===== src/rtl/core/pipr_pkg.sv =====
`timescale 1ns / 1ps
`default_nettype none

package pipr_pkg;

    // Coordinate and difference widths
    localparam int COORD_W = 16;
    localparam int DIFF_W  = COORD_W + 1;
    localparam int PROD_W  = 2 * DIFF_W;

    // Ray from the point to point x plus RAY_LENGTH
    localparam int RAY_LENGTH = 131072;
    localparam int RAY_W      = $clog2(RAY_LENGTH + 1) + 1;
    localparam int RX_W       = RAY_W + 1;
    localparam int FAR_W      = DIFF_W + RAY_W;
    localparam int ORIENT_W   = ((FAR_W > PROD_W) ? FAR_W : PROD_W) + 2;

    localparam logic signed [RAY_W-1:0] RAY_LEN_S = RAY_W'(RAY_LENGTH);

    // Crossing count saturates at MAX_EDGES, held to what 11 bits can show
    localparam int MAX_EDGES = 1024;
    localparam int COUNT_W   = 11;
    localparam int COUNT_MAX = (1 << COUNT_W) - 1;
    localparam int COUNT_CAP = (MAX_EDGES > COUNT_MAX) ? COUNT_MAX : MAX_EDGES;
    localparam logic [COUNT_W-1:0] COUNT_CAP_V = COUNT_W'(COUNT_CAP);

    // Queue between front and back
    localparam int QUEUE_DEPTH = 4;
    localparam int QPTR_W      = $clog2(QUEUE_DEPTH);
    localparam int QCNT_W      = $clog2(QUEUE_DEPTH + 1);

    // One classified edge: the orientation products and the box test
    typedef struct packed {
        logic signed [PROD_W-1:0] cross_a;  // dy * (px - x1)
        logic signed [PROD_W-1:0] cross_b;  // dx * (py - y1)
        logic signed [FAR_W-1:0]  ray_term; // dy * RAY_LENGTH
        logic                     box_hit;
        logic                     last;
    } pipr_edge_t;

endpackage

`default_nettype wire


===== src/rtl/core/pipr_front.sv =====
`timescale 1ns / 1ps
`default_nettype none

module pipr_front (
    input  wire logic                                  clk,
    input  wire logic                                  rst_n,
    input  wire logic                                  in_valid,
    output logic                                       in_stall,
    input  wire logic signed [pipr_pkg::COORD_W-1:0]   point_x,
    input  wire logic signed [pipr_pkg::COORD_W-1:0]   point_y,
    input  wire logic signed [pipr_pkg::COORD_W-1:0]   edge_x0,
    input  wire logic signed [pipr_pkg::COORD_W-1:0]   edge_y0,
    input  wire logic signed [pipr_pkg::COORD_W-1:0]   edge_x1,
    input  wire logic signed [pipr_pkg::COORD_W-1:0]   edge_y1,
    input  wire logic                                  last_edge,
    input  wire logic                                  q_full,
    output logic                                       q_push,
    output pipr_pkg::pipr_edge_t                       q_data
);
    import pipr_pkg::*;

    logic                     advance;

    // Stage 1: differences and bounding box test
    logic                     s1_valid_reg;
    logic signed [DIFF_W-1:0] dy_reg, dx_reg, ax_reg, by_reg;
    logic                     s1_hit_reg, s1_last_reg;

    logic signed [DIFF_W-1:0] dy_next, dx_next, ax_next, by_next;
    logic signed [COORD_W-1:0] ex_min, ex_max, ey_min, ey_max;
    logic signed [RX_W-1:0]   ray_end;
    logic                     hit_next;

    // Stage 2: products
    logic                     s2_valid_reg;
    pipr_edge_t               s2_reg;
    pipr_edge_t               s2_next;

    assign advance  = !(s2_valid_reg && q_full);
    assign in_stall = !advance;
    assign q_push   = s2_valid_reg && !q_full;
    assign q_data   = s2_reg;

    always_comb
    begin
        dy_next = DIFF_W'(edge_y1) - DIFF_W'(edge_y0);
        dx_next = DIFF_W'(edge_x1) - DIFF_W'(edge_x0);
        ax_next = DIFF_W'(point_x) - DIFF_W'(edge_x1);
        by_next = DIFF_W'(point_y) - DIFF_W'(edge_y1);

        ex_min  = (edge_x0 < edge_x1) ? edge_x0 : edge_x1;
        ex_max  = (edge_x0 < edge_x1) ? edge_x1 : edge_x0;
        ey_min  = (edge_y0 < edge_y1) ? edge_y0 : edge_y1;
        ey_max  = (edge_y0 < edge_y1) ? edge_y1 : edge_y0;
        ray_end = RX_W'(point_x) + RX_W'(RAY_LEN_S);

        hit_next = !(RX_W'(ex_min) > ray_end) && !(point_x > ex_max)
                   && !(ey_min > point_y) && !(point_y > ey_max);
    end

    always_comb
    begin
        s2_next.cross_a  = PROD_W'(dy_reg) * PROD_W'(ax_reg);
        s2_next.cross_b  = PROD_W'(dx_reg) * PROD_W'(by_reg);
        s2_next.ray_term = FAR_W'(dy_reg) * FAR_W'(RAY_LEN_S);
        s2_next.box_hit  = s1_hit_reg;
        s2_next.last     = s1_last_reg;
    end

    always_ff @(posedge clk or negedge rst_n)
    begin
        if (!rst_n)
        begin
            s1_valid_reg <= 1'b0;
            s2_valid_reg <= 1'b0;
        end
        else if (advance)
        begin
            s1_valid_reg <= in_valid;
            s2_valid_reg <= s1_valid_reg;
        end
    end

    always_ff @(posedge clk)
    begin
        if (advance)
        begin
            dy_reg      <= dy_next;
            dx_reg      <= dx_next;
            ax_reg      <= ax_next;
            by_reg      <= by_next;
            s1_hit_reg  <= hit_next;
            s1_last_reg <= last_edge;
            s2_reg      <= s2_next;
        end
    end

endmodule

`default_nettype wire


===== src/rtl/core/pipr_queue.sv =====
`timescale 1ns / 1ps
`default_nettype none

module pipr_queue (
    input  wire logic                  clk,
    input  wire logic                  rst_n,
    input  wire logic                  push,
    input  wire pipr_pkg::pipr_edge_t  push_data,
    output logic                       full,
    input  wire logic                  pop,
    output logic                       empty,
    output pipr_pkg::pipr_edge_t       head
);
    import pipr_pkg::*;

    pipr_edge_t              slot_reg [QUEUE_DEPTH];
    logic [QPTR_W-1:0]       wr_ptr_reg, rd_ptr_reg;
    logic [QCNT_W-1:0]       cnt_reg, cnt_next;

    assign full  = (cnt_reg == QCNT_W'(QUEUE_DEPTH));
    assign empty = (cnt_reg == '0);
    assign head  = slot_reg[rd_ptr_reg];

    always_comb
    begin
        cnt_next = cnt_reg;
        if (push && !pop)
            cnt_next = cnt_reg + QCNT_W'(1);
        else if (pop && !push)
            cnt_next = cnt_reg - QCNT_W'(1);
    end

    always_ff @(posedge clk or negedge rst_n)
    begin
        if (!rst_n)
        begin
            wr_ptr_reg <= '0;
            rd_ptr_reg <= '0;
            cnt_reg    <= '0;
        end
        else
        begin
            if (push)
                wr_ptr_reg <= QPTR_W'(wr_ptr_reg + QPTR_W'(1));
            if (pop)
                rd_ptr_reg <= QPTR_W'(rd_ptr_reg + QPTR_W'(1));
            cnt_reg <= cnt_next;
        end
    end

    always_ff @(posedge clk)
    begin
        if (push)
            slot_reg[wr_ptr_reg] <= push_data;
    end

`ifndef ASSERT_OFF
    assert property (@(posedge clk) disable iff (!rst_n) push |-> !full)
        else $error("queue written while full");
    assert property (@(posedge clk) disable iff (!rst_n) pop |-> !empty)
        else $error("queue read while empty");
    assert property (@(posedge clk) disable iff (!rst_n) cnt_reg <= QCNT_W'(QUEUE_DEPTH))
        else $error("queue fill count out of range");
`endif

endmodule

`default_nettype wire


===== src/rtl/core/pipr_back.sv =====
`timescale 1ns / 1ps
`default_nettype none

module pipr_back (
    input  wire logic                              clk,
    input  wire logic                              rst_n,
    input  wire logic                              q_empty,
    input  wire pipr_pkg::pipr_edge_t              q_head,
    output logic                                   q_pop,
    output logic                                   out_valid,
    input  wire logic                              out_stall,
    output logic                                   inside_res,
    output logic [pipr_pkg::COUNT_W-1:0]           crossings
);
    import pipr_pkg::*;

    logic signed [ORIENT_W-1:0] orient_pt, orient_far;
    logic                       crossed, out_free;
    logic [COUNT_W-1:0]         count_reg, count_next;
    logic                       out_valid_reg;
    logic                       inside_reg;
    logic [COUNT_W-1:0]         crossings_reg;

    always_comb
    begin
        orient_pt  = ORIENT_W'(q_head.cross_a) - ORIENT_W'(q_head.cross_b);
        orient_far = orient_pt + ORIENT_W'(q_head.ray_term);
        // zero orientation at either end counts as a crossing
        crossed = q_head.box_hit
                  && ((orient_pt == '0) || (orient_far == '0)
                      || (orient_pt[ORIENT_W-1] != orient_far[ORIENT_W-1]));
        count_next = count_reg;
        if (crossed && (count_reg < COUNT_CAP_V))
            count_next = count_reg + COUNT_W'(1);
    end

    assign out_free = !out_valid_reg || !out_stall;
    // only the last edge needs a free output register
    assign q_pop    = !q_empty && (!q_head.last || out_free);

    always_ff @(posedge clk or negedge rst_n)
    begin
        if (!rst_n)
        begin
            count_reg     <= '0;
            out_valid_reg <= 1'b0;
        end
        else
        begin
            if (q_pop)
                count_reg <= q_head.last ? '0 : count_next;
            if (q_pop && q_head.last)
                out_valid_reg <= 1'b1;
            else if (!out_stall)
                out_valid_reg <= 1'b0;
        end
    end

    always_ff @(posedge clk)
    begin
        if (q_pop && q_head.last)
        begin
            crossings_reg <= count_next;
            inside_reg    <= count_next[0];
        end
    end

    assign out_valid  = out_valid_reg;
    assign inside_res = inside_reg;
    assign crossings  = crossings_reg;

`ifndef ASSERT_OFF
    assert property (@(posedge clk) disable iff (!rst_n) count_reg <= COUNT_CAP_V)
        else $error("crossing count above cap");
    assert property (@(posedge clk) disable iff (!rst_n)
                     (q_pop && q_head.last) |=> (out_valid_reg && (count_reg == '0)))
        else $error("last edge did not produce a result and clear the count");
    assert property (@(posedge clk) disable iff (!rst_n)
                     (q_pop && q_head.last) |-> out_free)
        else $error("result register overwritten while held");
`endif

endmodule

`default_nettype wire


===== src/rtl/core/point_in_polygon_ray_cast.sv =====
`timescale 1ns / 1ps
`default_nettype none

// Ray-cast point-in-polygon test, one polygon edge per input request.
// Input channel: in_valid / in_stall with the query point, one edge and
// last_edge. Each edge is tested against a horizontal ray from the point
// to point x plus RAY_LENGTH, and crossed edges are counted (saturating).
// Output channel: out_valid / out_stall carrying crossings and inside_res
// (count parity); one request leaves for each edge marked last_edge, and
// the count is then cleared for the next polygon.
// Throughput: one edge per cycle while in_stall is low, through the two-stage
// multiply front end feeding a 4-entry queue and a counting back end.
// A last edge passes both front-end stages and the queue before its result is registered.
// When out_stall holds a result, edges keep flowing until a later last
// edge reaches the back end; then the queue fills and in_stall rises.
// Reset (rst_n low, asynchronous) empties the pipeline and queue, drops
// any pending result and clears the crossing count.
module point_in_polygon_ray_cast (
    input  wire logic                                  clk,
    input  wire logic                                  rst_n,
    input  wire logic                                  in_valid,
    output logic                                       in_stall,
    input  wire logic signed [pipr_pkg::COORD_W-1:0]   point_x,
    input  wire logic signed [pipr_pkg::COORD_W-1:0]   point_y,
    input  wire logic signed [pipr_pkg::COORD_W-1:0]   edge_x0,
    input  wire logic signed [pipr_pkg::COORD_W-1:0]   edge_y0,
    input  wire logic signed [pipr_pkg::COORD_W-1:0]   edge_x1,
    input  wire logic signed [pipr_pkg::COORD_W-1:0]   edge_y1,
    input  wire logic                                  last_edge,
    output logic                                       out_valid,
    input  wire logic                                  out_stall,
    output logic                                       inside_res,
    output logic [pipr_pkg::COUNT_W-1:0]               crossings
);
    import pipr_pkg::*;

    logic       q_push, q_full, q_pop, q_empty;
    pipr_edge_t q_in, q_head;

    pipr_front u_front (
        .clk       (clk),
        .rst_n     (rst_n),
        .in_valid  (in_valid),
        .in_stall  (in_stall),
        .point_x   (point_x),
        .point_y   (point_y),
        .edge_x0   (edge_x0),
        .edge_y0   (edge_y0),
        .edge_x1   (edge_x1),
        .edge_y1   (edge_y1),
        .last_edge (last_edge),
        .q_full    (q_full),
        .q_push    (q_push),
        .q_data    (q_in)
    );

    pipr_queue u_queue (
        .clk       (clk),
        .rst_n     (rst_n),
        .push      (q_push),
        .push_data (q_in),
        .full      (q_full),
        .pop       (q_pop),
        .empty     (q_empty),
        .head      (q_head)
    );

    pipr_back u_back (
        .clk        (clk),
        .rst_n      (rst_n),
        .q_empty    (q_empty),
        .q_head     (q_head),
        .q_pop      (q_pop),
        .out_valid  (out_valid),
        .out_stall  (out_stall),
        .inside_res (inside_res),
        .crossings  (crossings)
    );

endmodule

`default_nettype wire


===== config.mk =====
export PLATFORM = sky130hd
export DESIGN_NAME = point_in_polygon_ray_cast
export DESIGN_NICKNAME = d
export VERILOG_FILES = /design/src/rtl/core/pipr_pkg.sv /design/src/rtl/core/pipr_front.sv /design/src/rtl/core/pipr_queue.sv /design/src/rtl/core/pipr_back.sv /design/src/rtl/core/point_in_polygon_ray_cast.sv
export SDC_FILE = /design/constraint.sdc
export NUM_CORES = 2
export LEC_CHECK = 0
export ABC_AREA = 1
export BUFFER_PORTS_ARGS = -buffer_cell sky130_fd_sc_hd__buf_4
export CAP_MARGIN = 25
export CORE_ASPECT_RATIO = 0.8
export CORE_UTILIZATION = 30
export CTS_CLUSTER_SIZE = 25
export DETAILED_ROUTE_END_ITERATION = 12
export GPL_TIMING_DRIVEN = 1
export HOLD_SLACK_MARGIN = 0.06
export REMOVE_ABC_BUFFERS = 1
export SLEW_MARGIN = 20
export SYNTH_ARGS = -nofsm -noshare
export SYNTH_HDL_FRONTEND = slang
export SYNTH_SLANG_ARGS = --single-unit

===== constraint.sdc =====
create_clock -name clk -period 8.21 [get_ports clk]
set_clock_uncertainty 0.1 [all_clocks]
set_input_delay 0.821 -clock clk [delete_from_list [all_inputs] [get_ports clk]]
set_output_delay 0.821 -clock clk [all_outputs]
set_load 0.03 [all_outputs]

After elaboration in Yosys (flattened, before gate mapping)
Memories as Yosys holds them, arrays and structs flattened.
Cells that the tools add are included.
Widths: inputs -> output; s select.
{"block": "word_totals", "wordCells": 87, "inputBits": 101, "n_memories": 1, "register_bits": 190, "mem_bits_rw": 356}
{"memory": "u_queue.slot_reg", "depth": 4, "word_bits": 89, "rd": 1, "rd_ports_with_merged_regs": 0, "wr": 1, "line_no": "pipr_queue.sv:16", "source": "pipr_edge_t slot_reg [QUEUE_DEPTH];"}
{"block": "classes", "n_mul": 2, "reduce_logical": 30, "mux": 12, "n_eq_ne": 3, "add_sub_neg": 12, "magnitude_cmp": 7}
{"cell": "$logic_not 38->1", "count": 2}
{"cell": "$mul 17x17->34", "count": 2}
{"cell": "$sub 16x16->17", "count": 4}
{"cell": "$mux 16", "count": 4}
{"cell": "$gt 16x16->1", "count": 3}
{"cell": "$add 35x36->37", "count": 1}
{"cell": "$sub 34x34->35", "count": 1}
{"cell": "$lt 16x16->1", "count": 2}
{"cell": "$mux 11", "count": 2}
{"cell": "$add 16x19->20 const B", "count": 1}
{"cell": "$gt 16x20->1", "count": 1}
{"cell": "$add 11x1->11 const B", "count": 1}
{"cell": "$logic_and 1x1->1", "count": 11}
{"cell": "$logic_not 1->1", "count": 11}
{"cell": "$lt 11x11->1 const B", "count": 1}
{"cell": "$mux 3", "count": 2}
{"cell": "$add 2x1->2 const B", "count": 2}
{"cell": "$logic_or 1x1->1", "count": 4}
{"cell": "$mux 1", "count": 4}
{"cell": "$add 3x1->3 const B", "count": 1}
{"cell": "$eq 3x3->1 const B", "count": 1}
{"cell": "$logic_not 3->1", "count": 1}
{"cell": "$sub 3x1->3 const B", "count": 1}
{"cell": "$ne 2x1->1 const B", "count": 1}
{"cell": "2 further kinds", "count": 2}

Depth between registers and ports, before layout
An unclocked memory read counts as a cell.
{"block": "depth", "word_depth": 10, "depth_mapped": 40}

Hierarchy
Synthesis repeated with hierarchy kept, for this count alone.
{"block": "hier_totals", "hier_cells": 6703, "area_unflattened_um2": 57194.9}
{"mod": "pipr_front", "area_per_inst_um2": 33029.2, "seq_area_each_um2": 4764.6, "n_inst": 1, "cells_each": 4003}
{"mod": "pipr_queue", "area_per_inst_um2": 17052.6, "seq_area_each_um2": 12907.4, "n_inst": 1, "cells_each": 1284}
{"mod": "pipr_back", "area_per_inst_um2": 7113.1, "seq_area_each_um2": 630.6, "n_inst": 1, "cells_each": 1416}

Least setup slack after synthesis
OpenSTA, ideal clock, no wires.
{"block": "synth_timing", "path_type": "register to output", "startpoint": "reg u_queue.cnt_reg[1]", "endpoint": "out in_stall", "n_path_buf": 0, "required_ns": 7.289, "setup_slack_ns": 0.501, "stages_incl_launch_ff": 4, "t_arrival_ns": 6.788, "path_cell_list": "dfrtp_1 inv_1 nand4_1 inv_1"}
{"block": "synth_between", "elab_chain_len": 2}
{"element": "start, declared", "line_no": "pipr_queue.sv:18", "source": "logic [QCNT_W-1:0] cnt_reg, cnt_next;"}
{"element": "start signal, assigned", "line_no": "pipr_queue.sv:47", "source": "cnt_reg <= cnt_next;"}
{"element": "$eq 3x3->1", "line_no": "pipr_queue.sv:20", "source": "assign full = (cnt_reg == QCNT_W'(QUEUE_DEPTH));"}
{"element": "$logic_and 1x1->1", "line_no": "pipr_front.sv:39", "source": "assign advance = !(s2_valid_reg && q_full);"}
{"element": "end, declared", "line_no": "point_in_polygon_ray_cast.sv:22", "source": "output logic in_stall,"}
Every way passes these cells.

==> results.sh <==
export IMPL_die_area_um2=165000
export IMPL_grt_use_met2_pct=25.2
export IMPL_cts_tree="built"
export IMPL_io_buffer_count=114
export IMPL_die_x_um=454
export IMPL_synth_edf_count=516
export IMPL_hold_path_class="primary input to flop"
export IMPL_io_pin_count=115
export IMPL_numPlacedInstances=7372
export IMPL_drtAntennaViolNets=0
export IMPL_postCtsSetupBuffers=0
export IMPL_rr_startpoint="u_front.by_reg[2]"
export IMPL_place_gp_congestion=0.905
export IMPL_register_bit_total_from_synthesis=537
export IMPL_postSynthCellCount=5285
export IMPL_maximum_number_of_pins_on_one_net_before_global_route_repair=142
export IMPL_synthesized_cell_area_um2=49100
export IMPL_clockRootBuffer="clkbuf_16"
export IMPL_hpwlAfterDp_um=98000
export IMPL_setup_slack_ns=1.35
export IMPL_crit_path_frequent_cell="fa_1"
export IMPL_dr_pass1_iters=6
export IMPL_critical_path_startpoint="u_front.by_reg[2]"
export IMPL_routed_via_count=34800
export IMPL_crit_type="flop to flop"
export IMPL_maxCapViolCount=0
export IMPL_worst_endpoint_arrival_ns=7.18
export IMPL_finalCritPeriodShare_pct=83.6
export IMPL_worstPathRequired_ns=8.52
export IMPL_clkSinkCount=537
export IMPL_post_synth_and_or_nand_nor_area_fraction_pct=13.7
export IMPL_asyncSetResetFlopFracSynth_pct=3.91
export IMPL_post_route_util_pct=33.4
export IMPL_worstMarginPinSlew_ns=1.01
export IMPL_area_growth_syn_to_layout_pct=10.4
export IMPL_timing_critical_path_slowest_stage_cell="edfxtp_1"
export IMPL_number_of_core_rows=132
export IMPL_worst_setup_path_start_kind="flop"
export IMPL_post_route_drc_count=0
export IMPL_count_of_final_setup_violators=0
export IMPL_clock_tree_buffer_depth=3
export IMPL_htree_levels=2
export IMPL_dpl_worst_slack_ns=1.47
export IMPL_drt_wirelength_per_cell_um=16.9
export IMPL_timing_critical_path_cells="nand2_1, fa_1, inv_1, fa_1, inv_1, fa_1, fa_1, inv_1, fa_1, fa_1, ha_1, a21oi_1, o21ai_0, o21bai_1, a21boi_2, o21ai_0, a21oi_1, o21ai_2, a21oi_2, inv_1, a21oi_1, xnor2_1"
export IMPL_drt_initial_drc_count=2229
export IMPL_grt_pass1_wl_um=200000
export IMPL_syn_mean_instance_area_um2=9.29
export IMPL_end_kind="flop"
export IMPL_count_of_final_max_slew_check_failures=0
export IMPL_totalNegativeSetupSlack_ns=0
export IMPL_outcome="finished clean"
export IMPL_yosysTopAreaCell="edfxtp_1"
export IMPL_core_area_um2=162000
export IMPL_synth_main_ff_cell="edfxtp_1"
export IMPL_synthDominantCellAreaShare_pct=31.5
export IMPL_largest_register_ff_count=348
export IMPL_residual_overflow_from_global_routing=0
export IMPL_start_util_pct=30.3
export IMPL_min_clock_period_post_route_ns=6.86
export IMPL_synth_area_leaders="edfxtp_1 32%, fa_1 24%, nand2_1 8.9%"
export IMPL_globalRouteMet1Util_pct=21.0
export IMPL_clkLatencyLatePin_ns=0.70
export IMPL_fin_nets=6334
export IMPL_slew_limit_headroom_pct=33.0
export IMPL_hold_path_startpoint="last_edge"
export IMPL_synth_adder_area_share_pct=33.1
export IMPL_yosysUniqueCellTypes=53
export IMPL_maxClockFrequency_mhz=146
export IMPL_wl_um=126000
export IMPL_synthMuxAreaShare_pct=0
export IMPL_yosysWarningCount=0
export IMPL_rsz0062_at_grt="no"
export IMPL_antenna_found_initial=15
export IMPL_synth_top_family_by_area="adder cells"
export IMPL_hold_viol_final=0
export IMPL_first_global_vias=35500
export IMPL_final_cells=7481
export IMPL_critical_path_max_fanout=17
export IMPL_synth_compound_area_share_pct=7.37
export IMPL_yosysSeqAreaShare_pct=32.6
export IMPL_use_met3_pct=2.48
export IMPL_cts_buffers_inserted=60
export IMPL_drive_above_1_share_pct=5.61
export IMPL_avgViaCountPerCell=4.65
export IMPL_grt_util_all_layers_pct=15.6
export IMPL_critPathMaxStageDelay_ns=0.80
export IMPL_clk_transition_reported_paths_ns=0.07
export IMPL_global_routing_s_busiest_layer="met2"
export IMPL_postCtsResizedCells=0
export IMPL_dieHeight_um=364
export IMPL_synth_xor_area_share_pct=2.87
## metrics by stage
step                hold slack [ns]  instance area (um2)
finish                        0.253                54200
detailed placement            0.322                52200
CTS                           0.202                54200
global route                  0.223                54200
global placement              0.329                52200
floorplan                     0.300                48300
## Yosys cell counts, drive strengths merged, types with 63 or more instances
cell,number
inv,1143
ha,344
fa,598
o21ai,242
nand2,1171
nor2,272
clkbuf,193
edfxtp,516
xor2,98
a21oi,227
nand3,106
xnor2,63
## placed cells by master (no fill, tap or decap), types with 9 or more instances in the layout
master / count
a21oi_1: 225
a31oi_1: 9
a32o_1: 34
buf_4: 146
clkbuf_1: 10
clkbuf_16: 60
dfrtp_1: 20
edfxtp_1: 516
fa_1: 598
ha_1: 344
inv_1: 1141
nand2_1: 1164
nand3_1: 102
nand4_1: 46
nor2_1: 266
nor3_1: 15
nor4_1: 10
o21ai_0: 224
o21ai_1: 16
o21bai_1: 15
o22ai_1: 51
or2_2: 33
xnor2_1: 63
xor2_1: 98
## final timing paths
| check | depth (start not counted) | to | slack (ns) |
|---|---|---|---|
| min in group asynchronous | 2 | u_back.count_reg[5] | 0.50 |
| setup / recovery | 22 | u_front.q_data[67] | 1.35 |
| hold reg to reg | 0 | u_front.q_data[0] | 0.34 |
| setup reg to reg | 22 | u_front.q_data[67] | 1.35 |
| hold / removal | 1 | u_front.s1_last_reg | 0.25 |
| max in group asynchronous | 2 | u_queue.rd_ptr_reg[0] | 7.24 |
## layer usage
metal | share of wire (%) | routed length [um] | up-vias
li1 | - | - | 16600
met1 | 45 | 56900 | 17100
met2 | 46 | 57700 | 883
met3 | 6.0 | 7590 | 174
met4 | 3.4 | 4310 | 0
met5 | 0 | 0 | -
## cell type report
type / count / area, um2
fillers: 16600 / 108000
multi-input cells: 3398 / 28000
flip-flops and latches: 537 / 16000
inverters: 1143 / 4290
well taps: 2144 / 2680
clock buffers: 70 / 1540
repair buffers: 151 / 1190
clock inverters: 34 / 447
diodes: 4 / 10.0
## cells by family after synthesis
logic type,Yosys count
flip-flops,537
XOR/XNOR,161
adder cells (fa/ha/maj),942
AND/OR/NAND/NOR,1664
buffers and inverters,1350
AO/OA/AOI/OAI,631
## critical path, delay by kind of cell, from the launching register on
kind,cells,cell delay [ns]
AO/OA/AOI/OAI,9,1.83
XOR/XNOR,1,0.08
adder cells (fa/ha/maj),7,3.37
buffers and inverters,4,0.21
flip-flops,1,0.80
AND/OR/NAND/NOR,1,0.17
## timing repair
action / 4_1_cts / 5_1_grt
hold endpoints to repair: 21 / 0
endpoints found under the setup margin: 0 / 0
hold buffers: 1 / 0
Power is left out: the tool's default activity adds up to more than one toggle a clock period on the data nets, which glitch-free logic cannot reach.
